$ cat src/mrf_pkg.sv
// Shared constants and controller/datapath signal types for the message ring FIFO.
`timescale 1ns / 1ps

package mrf_pkg;

  localparam int DEF_BUFFER_BYTES       = 1024;
  localparam int DEF_MAX_MESSAGE        = 64;
  localparam int DEF_LENGTH_QUEUE_DEPTH = 64;

  localparam logic CMD_WRITE = 1'b0;
  localparam logic CMD_READ  = 1'b1;

  localparam logic [1:0] ST_STORED  = 2'd0;
  localparam logic [1:0] ST_DROPPED = 2'd1;
  localparam logic [1:0] ST_READ    = 2'd2;
  localparam logic [1:0] ST_REFUSED = 2'd3;

  typedef struct packed {
    logic load_in;
    logic load_rd;
    logic do_write;
    logic issue_rd;
    logic emit_rd;
    logic emit_refuse;
  } mrf_cmd_t;

  typedef struct packed {
    logic in_cmd;
    logic rd_ok;
    logic rd_final;
    logic out_free;
  } mrf_stat_t;

endpackage

$ cat src/mrf_ctrl.sv
// Sequencing state machine for the message ring FIFO.
`timescale 1ns / 1ps

module mrf_ctrl
  import mrf_pkg::*;
(
  input  logic      clk,
  input  logic      rst,
  input  logic      s_tvalid,
  output logic      s_tready,
  input  mrf_stat_t stat,
  output mrf_cmd_t  cmd
);

  localparam logic [2:0] S_IDLE    = 3'd0;
  localparam logic [2:0] S_DECODE  = 3'd1;
  localparam logic [2:0] S_WRITE   = 3'd2;
  localparam logic [2:0] S_REFUSE  = 3'd3;
  localparam logic [2:0] S_RD_ADDR = 3'd4;
  localparam logic [2:0] S_RD_EMIT = 3'd5;

  logic [2:0] state;
  logic [2:0] state_next;

  assign s_tready = (state == S_IDLE);

  always_comb begin
    state_next = state;
    cmd        = '0;
    case (state)
      S_IDLE: begin
        if (s_tvalid) begin
          cmd.load_in = 1'b1;
          state_next  = S_DECODE;
        end
      end
      S_DECODE: begin
        if (stat.in_cmd == CMD_WRITE) begin
          state_next = S_WRITE;
        end else if (stat.rd_ok) begin
          cmd.load_rd = 1'b1;
          state_next  = S_RD_ADDR;
        end else begin
          state_next = S_REFUSE;
        end
      end
      S_WRITE: begin
        if (stat.out_free) begin
          cmd.do_write = 1'b1;
          state_next   = S_IDLE;
        end
      end
      S_REFUSE: begin
        if (stat.out_free) begin
          cmd.emit_refuse = 1'b1;
          state_next      = S_IDLE;
        end
      end
      S_RD_ADDR: begin
        cmd.issue_rd = 1'b1;
        state_next   = S_RD_EMIT;
      end
      S_RD_EMIT: begin
        if (stat.out_free) begin
          cmd.emit_rd = 1'b1;
          state_next  = stat.rd_final ? S_IDLE : S_RD_ADDR;
        end
      end
      default: begin
        state_next = S_IDLE;
      end
    endcase
  end

  always_ff @(posedge clk) begin
    if (rst) begin
      state <= S_IDLE;
    end else begin
      state <= state_next;
    end
  end

endmodule

$ cat config.mk
export PLATFORM = sky130hd
export DESIGN_NAME = mrf_ctrl
export DESIGN_NICKNAME = d
export VERILOG_FILES = /design/src/mrf_pkg.sv /design/src/mrf_ctrl.sv
export SDC_FILE = /design/constraint.sdc
export NUM_CORES = 1
export LEC_CHECK = 0
export BUFFER_PORTS_ARGS = -buffer_cell sky130_fd_sc_hd__buf_2
export CAP_MARGIN = 20
export CORE_AREA = 2 2 39 41
export DETAILED_ROUTE_END_ITERATION = 8
export DIE_AREA = 0 0 41 43
export PLACE_DENSITY = 0.44
export SETUP_SLACK_MARGIN = 0.5
export SLEW_MARGIN = 20
export SYNTH_ARGS = -nofsm -noshare
export SYNTH_HDL_FRONTEND = slang
export SYNTH_SLANG_ARGS = --single-unit
$ cat constraint.sdc
create_clock -name clk -period 1.64 [get_ports clk]
set_clock_uncertainty 0.05 [all_clocks]
set_input_delay 0.328 -clock clk [delete_from_list [all_inputs] [get_ports clk]]
set_output_delay 0.328 -clock clk [all_outputs]
set_load 0.02 [all_outputs]
==> results of run 1 <==
[critical path, delay by kind of cell (launching register included)]
kind	cells	cell delay [ps]
buffers and inverters	2	220
DFF	1	350
and+or+nand+nor	2	310
[synthesized netlist by cell type (all sizes together)]
master,n
nand2b,1
nor3b,3
nand2,3
nor3,3
o21ai,1
nor2b,3
a21o,1
or4b,1
or3,1
o41ai,1
o21bai,1
a32oi,1
nand3b,1
dfxtp,3
and2,1
and3,2
a21oi,3
buf,3
[what timing repair did]
item | in CTS | in global routing
setup endpoints to repair | 9 | 8
gates resized for setup | 21 | 5
gates cloned | 0 | 0
pin swaps | 0 | 2
setup buffers | 2 | 1
[per-stage QoR]
stage / instance area, um^2 / util, % / setup slack (ps) / hold slack (ps)
finish: 511.7 / 36.98 / 139.8 / 258.5
floorplan: 302.8 / - / 314.9 / 347.1
CTS: 486.7 / 35.17 / 135.6 / 246.9
global route: 511.7 / 36.98 / 96.75 / 252.5
global placement: 380.4 / 27.49 / 190.4 / 486.6
detailed placement: 380.4 / 27.49 / 204.4 / 493.6
[power by group]
group / leakage [nW] / total (mW) / switching [mW] / internal (mW)
combinational: 0.175 / 0.102 / 0.0459 / 0.0562
clock: 0.0150 / 0.128 / 0.0370 / 0.0911
sequential: 0.0267 / 0.0874 / 0.0109 / 0.0765
[cells by family after synthesis]
kind of cell,count (synthesis)
simple gates,19
compound gates,8
flops,3
buf+inv,3
[how the worst min path moves through the flow]
stage	end
after detailed placement	state[0]$_SDFFE_PP0P_
after global routing	state[0]$_SDFFE_PP0P_
after floorplan	state[0]$_SDFFE_PP0P_
after global placement	state[0]$_SDFFE_PP0P_
final	state[0]$_SDFFE_PP0P_
after CTS	state[0]$_SDFFE_PP0P_
[routing by layer]
| layer | track usage, % | vias to the layer above |
|---|---|---|
| met3 | 1.571 | 0 |
| met1 | 13.46 | 145 |
| met4 | 10.00 | 0 |
| met5 | 0 | - |
| li1 | - | 159 |
| met2 | 13.13 | 11 |
[area by class of cell]
| type | instances | area (um^2) |
|---|---|---|
| well taps | 16 | 20.02 |
| clock buffers | 4 | 26.28 |
| fillers | 156 | 872.1 |
| multi-input cells | 27 | 242.7 |
| flip-flops and latches | 3 | 71.32 |
| repair buffers | 19 | 151.4 |
[placed cells by master (no fill, tap or decap), drive strengths merged]
cell type   n
dfxtp       3
o21ai       1
nand2       3
clkbuf      4
a21oi       3
a32oi       1
o41ai       1
nand3b      1
o21bai      1
and2        1
a21o        1
or3         1
and3        2
nor3b       3
buf        19
or4b        1
nor2b       3
nor3        3
nand2b      1
==> out/qor_table.md, run 1 <==
| Quantity | This run | Unit |
|---|---|---|
| Status | finished clean | - |
| Crit path to | cmd[5] | - |
| Share of cell area taken by muxes after synthesis | 0 | % |
| Overall track demand over capacity in global routing | 10.23 | % |
| Total of buffers placed on input and output ports | 13 | - |
| Class of the worst hold path | input port to flip-flop | - |
| Register with the most flip-flops | state | - |
| Crit path arrival time | 1120 | ps |
| Flop and latch count out of synthesis | 3 | - |
| Startpoint of the worst-slack reg-to-reg timing path | state[0]$_SDFFE_PP0P_ | - |
| Setup crit start kind | flip-flop | - |
| CTS root buf | clkbuf_4 | - |
| Worst-margin pin slew | 235.3 | ps |
| Total vias in the final route | 315 | - |
| Final Hold Vio Count | 0 | - |
| Post-synthesis share of cell area spent on xor and xnor gates | 0 | % |
| Largest net degree at the start of global routing | 12 | - |
| Sum of overflow across all layers after global routing | 0 | - |
| Crit path largest cell delay | 350 | ps |
| Crit path time final | 1500 | ps |
| Post-synthesis instance area | 246.5 | um^2 |
| Slowest-stage cell, CP | dfxtp_4 | - |
| Uppermost layer routed | met3 | - |
| Hold buffers post-CTS | 0 | - |
| Category of the most critical setup path | flip-flop to output port | - |
| Syn. warnings | 0 | - |
| Synthesis-to-layout area growth | 107.6 | % |
| Cells along the critical path | buf_6, nor3_4, and2_4, buf_6 | - |
| FF-to-FF End | state[2]$_SDFFE_PP0P_ | - |
| Number of clock sinks seen by CTS | 3 | - |
| Static Leakage | 0.2164 | nW |
| Period Utilization, post-route | 91.48 | % |
| Antenna diode count | 0 | - |
| Floorplan core area | 1384 | um^2 |
| CTS tree | yes | - |
| Setup repair after global routing missed its margin | true | - |
| Worst hold path cell count | 2 | - |
| Sequential element share of the synthesized area | 24.37 | % |
| Max Buffers Root-to-Sink | 2 | - |
| Vias per std cell | 4.565 | - |
| Floorplan die width | 41 | um |
| Die boundary height | 43 | um |
| Setup Viol. Count Final | 0 | - |
| Post-synthesis average cell area | 7.469 | um^2 |
| Vias in the first global route | 295 | - |
| Peak supply drop | 261.5 | uV |
| Net count after synthesis | 40 | - |
| Data required time of the critical path | 1260 | ps |
| Largest registers | state: 3 flops | - |
| Number of max-cap violations | 0 | - |
| Largest register FFs | 3 | - |
| Post-detailed-route DRC marker count | 0 | - |
| Wire per inst | 10.75 | um |
| Worst Reg2Reg Path Length in Cells | 4 | - |
| Starting DRC count in detailed routing | 11 | - |
| Type of destination of the critical path | output port | - |
| H-tree depth reported by CTS | 1 | - |
| Post-synthesis simple-gate area fraction | 47.21 | % |
| Flop-to-flop setup slack | 320 | ps |
| Critical-path maximum fanout | 6 | - |
| Layout cells sized above 1 | 67.92 | % |
| Max_slew headroom | 84.14 | % |
| Initial core utilization | 17.81 | % |
| Final #Nets | 61 | - |
| Fraction of the mapped netlist area in compound gates | 21.32 | % |
| Total die area | 1763 | um^2 |
| Routed met1 length | 315 | um |
| Drt pass-1 iters | 4 | - |
| Initial antenna violation count | 0 | - |
| Global placer's final weighted congestion | 0.6442 | - |
| Highest clock frequency the design can meet | 0.6666 | GHz |
| Final number of max-transition violations | 0 | - |
| Non-filler cells in the finished layout | 69 | - |
| Number of placement rows | 14 | - |
| Syn Inst Count | 33 | - |
| Synth area leader | dfxtp_1 | - |
| Placed wire-length estimate after detailed placement | 526.2 | um |
| Total Power | 0.3175 | mW |
| Fin Setup TNS | 0 | ps |
| Clock-pin slew on the worst setup and hold paths | 30 | ps |
| CTS Buf Count | 3 | - |
| Launch instance of the worst min-delay path | rst | - |
| Total I/O pin count | 14 | - |
| Count of cell types in the netlist | 19 | - |
| Ranking of synthesized cells by area | dfxtp_1 (24%), nor3b_1 (9.1%), nor2b_1 (7.6%) | - |
| Placed cells | 62 | - |
| Worst-Skew Late Latency | 230 | ps |
| Number of routed nets with antenna violations | 0 | - |
| Largest family of logic cells by synthesized area | simple AND/OR/NAND/NOR gates | - |
| Total routed wirelength | 742 | um |
| Launch point of the worst path | state[2]$_SDFFE_PP0P_ | - |
| Met2 WL | 375 | um |
| Power per standard cell area | 620.5 | nW/um^2 |
| Wire length on met3 | 51 | um |
| Area share of the largest cell type after synthesis | 24.37 | % |
| Adder and majority cell fraction of the synthesized area | 0 | % |
| Cell type with the highest occurrence count on the critical path | buf_6 | - |
| First-pass GRT wire length | 1.173 | mm |
Note: power is estimated with default switching activity, not from simulation.
==> inputs of run 2 (changes only) <==
MAX_ROUTING_LAYER = met4   (was default)
RECOVER_POWER = 100   (was default)
==> out/qor_table.md, run 2 (same netlist as run 1, synthesis figures left out) <==
| Quantity | This run | Unit | vs previous |
|---|---|---|---|
| Total of buffers placed on input and output ports | 13 | - | unchanged |
| Leading cell types in the layout, fill and taps excluded | buf_2 (6), buf_6 (6), buf_4 (4) | - |  |
| Launch point of the worst path | state[2]$_SDFFE_PP0P_ | - |  |
| Max_slew headroom | 84.14 | % | about the same |
| Largest registers | state: 3 flops | - |  |
| Power per standard cell area | 647.6 | nW/um^2 | +4.4% |
| Crit path time final | 1536 | ps | +35.60 ps |
| Slowest-stage cell, CP | dfxtp_4 | - |  |
| Number of max-cap violations | 0 | - | unchanged |
| Fin Setup TNS | 0 | ps | unchanged |
| Hold buffers post-CTS | 0 | - | unchanged |
| CTS tree | yes | - |  |
| Drt pass-1 iters | 4 | - | unchanged |
| Status | finished clean | - |  |
| Worst-Skew Late Latency | 230 | ps | about the same |
| Worst Reg2Reg Path Length in Cells | 4 | - | unchanged |
| Static Leakage | 0.2055 | nW | -5.0% |
| Clock-pin slew on the worst setup and hold paths | 40 | ps | about the same |
| Wire per inst | 10.83 | um | +0.67% |
| Startpoint of the worst-slack reg-to-reg timing path | state[0]$_SDFFE_PP0P_ | - |  |
| Type of destination of the critical path | output port | - |  |
| Global placer's final weighted congestion | 0.6497 | - | +0.85% |
| Number of clock sinks seen by CTS | 3 | - | unchanged |
| Placed wire-length estimate after detailed placement | 526.2 | um | unchanged |
| Largest delay share family, worst path | flip-flops | - |  |
| Layout cells sized above 1 | 58.49 | % | -9.4 points |
| Setup Viol. Count Final | 0 | - | unchanged |
| Vias per std cell | 4.536 | - | -0.63% |
| Final number of max-transition violations | 0 | - | unchanged |
| Largest register FFs | 3 | - | unchanged |
| Critical-path maximum fanout | 6 | - | unchanged |
| Initial core utilization | 17.81 | % | unchanged |
| Final Hold Vio Count | 0 | - | unchanged |
| Crit path arrival time | 1160 | ps | +40 ps |
| Die boundary height | 43 | um | unchanged |
| Max Buffers Root-to-Sink | 2 | - | unchanged |
| CTS Buf Count | 3 | - | unchanged |
| Flop-to-flop setup slack | 250 | ps | -70 ps |
| Crit path to | cmd[0] | - |  |
| Register with the most flip-flops | state | - |  |
| Overall track demand over capacity in global routing | 10.48 | % | +0.25 points |
| Crit path largest cell delay | 350 | ps | about the same |
| CP Depth | 4 | - | unchanged |
| Worst-margin pin slew | 235.3 | ps | -0.004292 ps |
| Largest net degree at the start of global routing | 12 | - | unchanged |
| Period Utilization, post-route | 93.65 | % | +2.2 points |
| Data required time of the critical path | 1260 | ps | about the same |
| Number of placement rows | 14 | - | unchanged |
| Placed cells | 62 | - | unchanged |
| Sum of overflow across all layers after global routing | 0 | - | unchanged |
| Number of routed nets with antenna violations | 0 | - | unchanged |
| First-pass GRT wire length | 1.173 | mm | unchanged |
| Antenna diode count | 0 | - | unchanged |
| Total vias in the final route | 313 | - | -0.63% |
| H-tree depth reported by CTS | 1 | - | unchanged |
| Peak supply drop | 252.7 | uV | -3.3% |
| Total routed wirelength | 747 | um | +0.67% |
| Final #Nets | 61 | - | unchanged |
| Floorplan core area | 1384 | um^2 | unchanged |
| Starting DRC count in detailed routing | 11 | - | unchanged |
| Class of the worst hold path | input port to flip-flop | - |  |
| Setup repair after global routing missed its margin | true | - |  |
| Initial antenna violation count | 0 | - | unchanged |
| Cells along the critical path | buf_4, nor2b_4, and3_4, clkbuf_2 | - |  |
| Post-detailed-route DRC marker count | 0 | - | unchanged |
| CTS root buf | clkbuf_4 | - |  |
| Vias in the first global route | 295 | - | unchanged |
| Total I/O pin count | 14 | - | unchanged |
| Category of the most critical setup path | flip-flop to output port | - |  |
| Highest clock frequency the design can meet | 0.6511 | GHz | -2.3% |
| FF-to-FF End | state[2]$_SDFFE_PP0P_ | - |  |
| Worst Path Buf+Inv | 2 | - | unchanged |
| Total die area | 1763 | um^2 | unchanged |
| Non-filler cells in the finished layout | 69 | - | unchanged |
| Floorplan die width | 41 | um | unchanged |
| Synthesis-to-layout area growth | 93.40 | % |  |
| Setup crit start kind | flip-flop | - |  |
==> run 2: routing by layer <==
layer	GRT usage, %	vias up	wire [um]
li1	-	159	-
met1	13.46	143	322
met2	13.13	11	372
met3	1.571	0	53
met4	10.00	0	0
met5	-	-	0
==> run 2: how the worst min path moves through the flow <==
stage / start / endpoint / slack [ps] / cells past startpoint
4_1_cts: rst / state[0]$_SDFFE_PP0P_ / 250 / 2
6_report: rst / state[1]$_SDFFE_PP0P_ / 260 / 2
5_1_grt: rst / state[1]$_SDFFE_PP0P_ / 260 / 2
3_3_place_gp: rst / state[0]$_SDFFE_PP0P_ / 490 / 2
2_1_floorplan: rst / state[0]$_SDFFE_PP0P_ / 350 / 1
3_5_place_dp: rst / state[0]$_SDFFE_PP0P_ / 490 / 2
==> run 2: repair_timing <==
action                     in CTS  in global routing
resized for setup              21                  5
buffers inserted                2                  1
setup endpoints to repair       9                  8
cloned                          0                  0
pin swaps                       0                  2
==> run 2: power by group <==
| part | switching, mW | internal [mW] | leakage (nW) |
|---|---|---|---|
| Sequential | 0.0109 | 0.0764 | 0.0261 |
| Combinational | 0.0431 | 0.0502 | 0.164 |
| Clock | 0.0370 | 0.0911 | 0.0150 |
==> run 2: layout make-up <==
type,instances,area (um^2)
flip-flops and latches,3,67.56
repair buffers,19,140.1
multi-input cells,27,222.7
well taps,16,20.02
clock buffers,4,26.28
fillers,162,907.1
==> run 2: metrics by stage <==
stage,instance area [um^2],hold slack (ps),setup slack [ps],util (%),total power [mW]
after CTS,486.7,246.9,135.6,35.17,0.3238
final,476.7,260.2,104.2,34.45,0.3087
after global routing,476.7,259.1,51.23,34.45,0.3286
after global placement,380.4,486.6,190.4,27.49,0.1699
after detailed placement,380.4,493.6,204.4,27.49,0.1691
after floorplan,302.8,347.1,314.9,-,0.1481
==> inputs of run 3 (changes only) <==
PLACE_DENSITY = default   (was 0.44)
SETUP_SLACK_MARGIN = default   (was 0.5)
==> out/qor_table.md, run 3 (same netlist as run 1, synthesis figures left out) <==
| Quantity | This run | Unit | vs previous |
|---|---|---|---|
| Status | finished clean | - |  |
| Sum of overflow across all layers after global routing | 0 | - | unchanged |
| Final non-filler cell area | 356.6 | um^2 | -25% |
| Synthesis-to-layout area growth | 44.67 | % |  |
| Power per standard cell area | 782.5 | nW/um^2 | +21% |
| Number of routed nets with antenna violations | 0 | - | unchanged |
| Floorplan core area | 1384 | um^2 | unchanged |
| Most frequent standard cell in the layout excluding fill and tap cells | buf_2 | - |  |
| Register with the most flip-flops | state | - |  |
| Total die area | 1763 | um^2 | unchanged |
| Setup Viol. Count Final | 0 | - | unchanged |
| CTS tree | yes | - |  |
| Setup crit start kind | flip-flop | - |  |
| Total vias in the final route | 279 | - | -11% |
| Max_slew headroom | 83.58 | % | -0.57 points |
| Largest net degree at the start of global routing | 14 | - | +2 |
| Total routed wirelength | 685 | um | -8.3% |
| Peak supply drop | 304.6 | uV | +21% |
| Flop-to-flop setup slack | 330 | ps | +80 ps |
| Total of fill cells in the finished design | 159 | - | -1.9% |
| Critical-path maximum fanout | 9 | - | +3 |
| Wire per inst | 10.87 | um | +0.43% |
| Setup repair after global routing missed its margin | false | - |  |
| Gate power share | 22.4 | % | -7.8 points |
| Final WS setup | 92.94 | ps | -11.24 ps |
| FF-to-FF End | state[2]$_SDFFE_PP0P_ | - |  |
| Minimum hold slack | 241.5 | ps | -18.73 ps |
| Worst Reg2Reg Path Length in Cells | 3 | - | -1 |
| Crit path arrival time | 1170 | ps | about the same |
| Layout cells sized above 1 | 40.43 | % | -18 points |
| Launch instance of the worst min-delay path | rst | - |  |
| Final #Nets | 55 | - | -9.8% |
| Category of the most critical setup path | flip-flop to output port | - |  |
| CTS root buf | clkbuf_4 | - |  |
| Largest register FFs | 3 | - | unchanged |
| Class of the worst hold path | input port to flip-flop | - |  |
| Number of clock sinks seen by CTS | 3 | - | unchanged |
| Crit path time final | 1547 | ps | +11.24 ps |
| First-pass GRT wire length | 1.048 | mm | -11% |
| Post-CTS setup-driven buffer insertion count | 0 | - | -2 |
| CTS Buf Count | 3 | - | unchanged |
| Number of max-cap violations | 0 | - | unchanged |
| Cell area after placement | 319.1 | um^2 | -16% |
| Vias in the first global route | 261 | - | -12% |
| Die boundary height | 43 | um | unchanged |
| Fin Setup TNS | 0 | ps | unchanged |
| Final number of max-transition violations | 0 | - | unchanged |
| Leading cell types in the layout, fill and taps excluded | buf_2 (7), clkbuf_2 (4) | - |  |
| H-tree depth reported by CTS | 1 | - | unchanged |
| Initial core utilization | 17.81 | % | unchanged |
| Data required time of the critical path | 1260 | ps | about the same |
| Startpoint of the worst-slack reg-to-reg timing path | state[2]$_SDFFE_PP0P_ | - |  |
| Total of buffers placed on input and output ports | 13 | - | unchanged |
| Total I/O pin count | 14 | - | unchanged |
| Final Hold Vio Count | 0 | - | unchanged |
| Starting DRC count in detailed routing | 1 | - | -10 |
| Antenna diode count | 0 | - | unchanged |
| Post-detailed-route DRC marker count | 0 | - | unchanged |
| Pint | 0.1992 | mW | -8.5% |
| Vias per std cell | 4.429 | - | -2.4% |
| Number of gates given a new drive strength after cts | 2 | - | -90% |
| Clock Power Share | 45.1 | % | +3.6 points |
| Drt pass-1 iters | 2 | - | -2 |
| Switching portion of total power | 28.59 | % | -0.89 points |
| Post-layout utilization of the core | 25.77 | % | -8.7 points |
| Worst-Skew Late Latency | 230 | ps | about the same |
| Place WS | 199.1 | ps | -5.319 ps |
| Number of placement rows | 14 | - | unchanged |
| Type of destination of the critical path | output port | - |  |
| Switching power | 0.07978 | mW | -12% |
| Floorplan die width | 41 | um | unchanged |
| Placed cells | 59 | - | -4.8% |
| Highest clock frequency the design can meet | 0.6464 | GHz | -0.73% |
| Initial antenna violation count | 0 | - | unchanged |
| Hold buffers post-CTS | 0 | - | unchanged |
| Static Leakage | 0.1526 | nW | -26% |
| Global placer's final weighted congestion | 0.7692 | - | +18% |
| Capture endpoint of the worst hold path | state[0]$_SDFFE_PP0P_ | - |  |
| Period Utilization, post-route | 94.33 | % | +0.69 points |
| Non-filler cells in the finished layout | 63 | - | -8.7% |
| Worst hold path cell count | 2 | - | unchanged |
| Max Buffers Root-to-Sink | 2 | - | unchanged |
| Worst-margin pin slew | 243.2 | ps | +7.880 ps |
| Overall track demand over capacity in global routing | 9.044 | % | -1.4 points |
| Largest registers | state: 3 flops | - |  |
| Sequential power share | 32.5 | % | +4.2 points |
| Clock-pin slew on the worst setup and hold paths | 40 | ps | about the same |
| Total Power | 0.2790 | mW | -9.6% |
## run 3: area by class of cell
| class | instances | area, um^2 | area share [%] |
|---|---|---|---|
| clock buffers | 4 | 26.28 | 7.368 |
| multi-input cells | 27 | 181.4 | 50.88 |
| well taps | 16 | 20.02 | 5.614 |
| repair buffers | 13 | 62.56 | 17.54 |
| flip-flops and latches | 3 | 66.31 | 18.60 |
## run 3: critical path: stages (launching register included)
cell and delay (ps):
dfxtp_4 380, nor2b_1 220, and3_1 180, clkbuf_2 160
## run 3: worst max-delay path by stage
stage / startpoint / to / slack (ps) / cells after the start
global route: state[0]$_SDFFE_PP0P_ / cmd[4] / 3 / 3
detailed placement: state[0]$_SDFFE_PP0P_ / cmd[4] / 200 / 3
global placement: state[0]$_SDFFE_PP0P_ / cmd[4] / 230 / 3
finish: state[0]$_SDFFE_PP0P_ / cmd[0] / 90 / 3
CTS: state[1]$_SDFFE_PP0P_ / cmd[4] / 20 / 3
floorplan: state[1]$_SDFFE_PP0P_ / cmd[4] / 130 / 3
## run 3: power by group through the flow
stage	Clock (mW)	Combinational (mW)	Sequential [mW]
3_5_place_dp	0	0.0616	0.0899
3_3_place_gp	0	0.0614	0.0894
5_1_grt	0.145	0.0691	0.0926
6_report	0.126	0.0624	0.0908
4_1_cts	0.134	0.0619	0.0895
2_1_floorplan	0	0.0515	0.0801
## run 3: per-layer routing
| layer | share of wire [%] | global-route usage, % |
|---|---|---|
| met4 | 0 | 4.000 |
| met2 | 43 | 12.19 |
| met5 | 0 | - |
| met3 | 9.3 | 4.712 |
| met1 | 47 | 10.90 |
